===== config.mk =====
export PLATFORM = sky130hd
export DESIGN_NAME = tpa_sqrt
export DESIGN_NICKNAME = d
export VERILOG_FILES = /design/src/design/tpa_pkg.sv /design/src/design/tpa_sqrt.sv
export SDC_FILE = /design/constraint.sdc
export NUM_CORES = 2
export LEC_CHECK = 0
export ABC_AREA = 1
export BUFFER_PORTS_ARGS = -buffer_cell sky130_fd_sc_hd__buf_2
export CAP_MARGIN = 25
export CORE_ASPECT_RATIO = 2
export CORE_MARGIN = 2
export CORE_UTILIZATION = 25
export DETAILED_ROUTE_END_ITERATION = 8
export GPL_ROUTABILITY_DRIVEN = 0
export PLACE_DENSITY = 0.47
export SYNTH_ARGS = -nofsm -noshare
export SYNTH_HDL_FRONTEND = slang
export SYNTH_SLANG_ARGS = --single-unit

===== constraint.sdc =====
create_clock -name clk -period 5.9 [get_ports clk]
set_input_delay 0.59 -clock clk [delete_from_list [all_inputs] [get_ports clk]]
set_output_delay 0.59 -clock clk [all_outputs]
set_load 0.01 [all_outputs]

===== src/design/tpa_pkg.sv =====
// Shared constants, types and the square-root digit step for the triangle block.
`timescale 1ns / 1ps
package tpa_pkg;

	localparam int COORD_BITS = 16;
	localparam int FRAC_BITS  = 8;

	localparam int DIFF_W  = COORD_BITS + 1;
	localparam int PROD_W  = 2 * DIFF_W;
	localparam int CROSS_W = PROD_W + 1;
	localparam int D2_W    = 2 * COORD_BITS + 4;

	localparam int ROOT_W    = (D2_W + 2 * FRAC_BITS) / 2;
	localparam int REM_W     = ROOT_W + 3;
	localparam int SQ_STAGES = (ROOT_W + 1) / 2;
	localparam int RAD_W     = 4 * SQ_STAGES;

	localparam int PERIM_W = 27;
	localparam int AREA_W  = 32;

	localparam int FRONT_LAT = 4;
	localparam int CORE_LAT  = FRONT_LAT + SQ_STAGES;

	localparam int IN_TDATA_W  = ((6 * COORD_BITS + 7) / 8) * 8;
	localparam int OUT_TDATA_W = ((PERIM_W + AREA_W + 7) / 8) * 8;

	typedef struct packed {
		logic signed [COORD_BITS-1:0] cy;
		logic signed [COORD_BITS-1:0] cx;
		logic signed [COORD_BITS-1:0] by_coord;
		logic signed [COORD_BITS-1:0] bx;
		logic signed [COORD_BITS-1:0] ay;
		logic signed [COORD_BITS-1:0] ax;
	} coords_t;

	typedef struct packed {
		logic [D2_W-1:0]   d2_ab;
		logic [D2_W-1:0]   d2_bc;
		logic [D2_W-1:0]   d2_ca;
		logic [AREA_W-1:0] area;
	} front_out_t;

	typedef struct packed {
		logic [ROOT_W-1:0] root;
		logic [REM_W-1:0]  rem;
	} sq_state_t;

	// one restoring digit of the integer square root
	function automatic sq_state_t sq_step(input sq_state_t st, input logic [1:0] pair);
		logic [REM_W-1:0] rem_t;
		logic [REM_W-1:0] trial;
		sq_state_t r;
		rem_t = {st.rem[REM_W-3:0], pair};
		trial = {1'b0, st.root, 2'b01};
		if (rem_t >= trial) begin
			r.rem  = rem_t - trial;
			r.root = {st.root[ROOT_W-2:0], 1'b1};
		end else begin
			r.rem  = rem_t;
			r.root = {st.root[ROOT_W-2:0], 1'b0};
		end
		return r;
	endfunction

endpackage


===== src/design/tpa_sqrt.sv =====
// Pipelined integer square root of d2 scaled by 2^(2*FRAC_BITS), two digits per stage.
`timescale 1ns / 1ps
module tpa_sqrt (
	input  logic                       clk,
	input  logic                       en,
	input  logic [tpa_pkg::D2_W-1:0]   d2,
	output logic [tpa_pkg::ROOT_W-1:0] root
);
	import tpa_pkg::*;

	sq_state_t        st_s  [SQ_STAGES];
	logic [RAD_W-1:0] rad_s [SQ_STAGES];

	for (genvar g = 0; g < SQ_STAGES; g++) begin : g_stage
		sq_state_t        st_in, st_mid, st_out;
		logic [RAD_W-1:0] rad_in;

		if (g == 0) begin : g_first
			assign st_in  = '0;
			assign rad_in = RAD_W'(d2) << (2 * FRAC_BITS);
		end else begin : g_next
			assign st_in  = st_s[g-1];
			assign rad_in = rad_s[g-1];
		end

		assign st_mid = sq_step(st_in, rad_in[RAD_W-1 -: 2]);
		assign st_out = sq_step(st_mid, rad_in[RAD_W-3 -: 2]);

		always_ff @(posedge clk) begin
			if (en) begin
				st_s[g]  <= st_out;
				rad_s[g] <= rad_in << 4;
			end
		end
	end

	assign root = st_s[SQ_STAGES-1].root;

endmodule


==> out/metrics.yaml <==
arrival_ns: 5.79
period_share: 0.9134
worst_pin_slew_ns: 0.9992
cts.sinks: 631
critPathKind: "flip-flop to flip-flop"
grt_pass1_vias: 49890
cellLeakagePower_nw: 26.57
pwr-share-clk: 0.192
layout_setup_ws_ns: 0.5110
drt-wirelength-per-cell_um: 19.21
synthMuxAreaShare: 0.0002146
core_mm2: 0.2085
cts.htree.levels: 3
synth.distinct_cells: 63
fin_util: 0.2814
antenna_found_initial: 8
p_seq_frac: 0.288
synth_seq_area_share: 0.3611
drt_iter0_markers: 2290
dieArea_mm2: 0.2138
cp_max_fo: 15
cts_tree: "done"
cts_resized: 0
place_area_mm2: 0.05633
io_buffers: 63
endpoint_kind: "flip-flop"
synthArstFlopShare: 0
yosys_register_bits: 631
die_height_um: 651.9
clkTransAtPathRegs_ns: 0.07
p_per_area_mw_per_mm2: 405.5
final_max_slew_viol_count: 0
maxCapViolations: 0
synth_cells: 7287
status: "finished, final reports clean"
holdWs_ns: 0.07405
synthXorXnorAreaFrac: 0.04907
r2r-start: "st_s[1][207]"
synth_compound_area_frac: 0.09945
p_switching_mw: 11.09
placedCellCount: 10070
yosys_warnings: 0
relSlewSlack: 0.3339
min_delay_path_depth: 1
drc: 0
combPwrFrac: 0.520
finalSetupViolCount: 0
post-cts-setup-buffers: 0
hp-class: "primary input to flip-flop"
synth_top_family_by_area: "simple AND/OR/NAND/NOR gates"
p_int_mw: 12.69
maxClockFrequency_mhz: 185.6
r2r_cells: 22
track_usage: 0.1802
pre_cts_ws_ns: 0.7503
synth_adder_area_share: 0.08741
start_util: 0.2517
synth_edf_count: 631
routed_wl_mm: 196.1
numCtsBuffers: 70
insertion_delay_ns: 0.69
swShare: 0.4663
cp.required_ns: 6.30
synth-simple-area-share: 0.3178
yosys.area.top_type: "edfxtp_1"
grt_pass1_wl_mm: 289.5
dp.final_hpwl_mm: 163.8
min_from: "d2[0]"
grt-ovfl-total: 0
postLayoutCellArea_mm2: 0.05866
routed_via_density: 4.718
fin_crit_ns: 5.389
synth_ff_type: "edfxtp_1"
row_count: 237
worst_clock_skew_ns: 0.04277
ant_nets: 0
p_total_mw: 23.78
cts_hold_buf: 0
final_cells: 10210
layout-drive-gt1-share: 0.06385
synth_area_mm2: 0.05248
final.setup.tns_ns: 0
avgSynthCellArea_um2: 7.202
clockBufferDepth: 3
hold_violations: 0
fp.dieW_um: 328.0
synthTopCellsByArea: "edfxtp_1, nand2_1, ha_1"
num_vias: 48150
fillers: 22920
rsz0062_at_grt: "no"
finalNetCount: 7799
synth_top_area_frac: 0.3611
dr.pass1.iters: 6
cts_root_buf: "clkbuf_16"
ios: 64
vdd_ir_drop_max_v: 0.0002185
grt_max_degree: 120
area_delta_synth_final_pct: 11.77
startpoint_type: "flip-flop"
setup.worst_path.start: "st_s[1][207]"
metal layers:
metal,track usage,wire length (um),vias to the layer above
met4,0.1718,21780,0
met5,0,0,-
li1,-,-,24160
met3,0.01834,5028,697
met2,0.3821,114300,1259
met1,0.1308,55040,22040
cells in the final DEF (no fill, tap or decap), types with 62 or more instances in the layout:
cell type / n
nand3_1: 488
a21oi_1: 395
edfxtp_1: 631
nand2_1: 2255
ha_1: 357
inv_1: 996
xor2_1: 175
buf_2: 62
o21ai_0: 351
nand4_1: 150
clkbuf_16: 71
nor2_1: 731
nor3_1: 74
xnor2_1: 119
power groups by stage:
| stage | Sequential (mW) | Combinational, mW | Clock, mW |
|---|---|---|---|
| finish | 6.86 | 12.4 | 4.57 |
| global route | 6.92 | 13.7 | 4.88 |
| CTS | 6.86 | 12.3 | 4.76 |
| detailed placement | 6.95 | 12.2 | 0 |
| global placement | 6.95 | 12.2 | 0 |
| floorplan | 6.52 | 8.51 | 0 |
layout make-up:
cell class / count / area (um2) / area share
tap: 2748 / 3438 / 0.05862
clock inverter: 47 / 503.0 / 0.008575
clock buffer: 82 / 1818 / 0.03099
inverter: 1047 / 3934 / 0.06706
sequential: 631 / 18950 / 0.3230
timing repair buffer: 124 / 920.9 / 0.01570
antenna: 3 / 7.507 / 0.0001280
multi-input combinational: 5524 / 29090 / 0.4959
path summary, 6_finish.rpt:
kind	endpoint	slack [ns]
setup / recovery	st_s[2][24]	0.51
hold / removal	rad_s[0][16]	0.07
setup reg to reg	st_s[2][24]	0.51
hold reg to reg	rad_s[0][121]	0.40
flip-flops by register name (all words and copies together) (netlist names):
register	flops
rad_s	144
st_s	487
Yosys cell counts, types with 6 or more instances:
cell,instances
a21oi_1,395
a21o_1,25
nand3_2,20
nor2_2,26
fa_1,6
o21a_1,15
o211ai_1,7
nor4_1,21
nand2_1,2255
a21oi_2,32
buf_4,13
nand3b_1,29
xnor2_1,119
and2_1,10
nor3_1,74
buf_2,22
nor2_1,732
xor2_1,175
inv_2,47
o21ai_1,20
a31oi_1,27
or2_2,26
o21bai_1,38
nand2_4,10
o21ai_0,351
nand4_1,150
ha_1,357
nand3_1,488
clkbuf_1,35
edfxtp_1,631
a21boi_0,6
nor2_4,17
buf_6,12
nand2_2,42
inv_1,996
cell families (layout without fill, tap and decap cells):
| group | after synthesis | count (layout) |
|---|---|---|
| AO/OA/AOI/OAI | 945 | 945 |
| XOR/XNOR | 294 | 294 |
| adder cells (fa/ha/maj) | 363 | 363 |
| buffers and inverters | 1135 | 1300 |
| flip-flops | 631 | 631 |
| multiplexers | 1 | 1 |
| other | 1 | 7 |
| AND/OR/NAND/NOR | 3917 | 3917 |
critical path: stages (launching register included):
cell,delay [ns]
edfxtp_1,0.44
inv_1,0.35
ha_1,0.38
nand2_1,0.12
inv_1,0.06
nand2_1,0.06
nand2_1,0.15
a21oi_1,0.29
nand3_1,0.23
nor2_4,0.37
buf_4,0.25
nand2_1,0.06
o21ai_0,0.13
ha_1,0.34
a21oi_1,0.40
o21ai_0,0.22
a21oi_1,0.26
inv_1,0.07
nand4_1,0.09
nand2_1,0.06
nor2_1,0.12
nand3_1,0.10
a21oi_1,0.55
No activity file was read; power rests on OpenSTA's default activity.
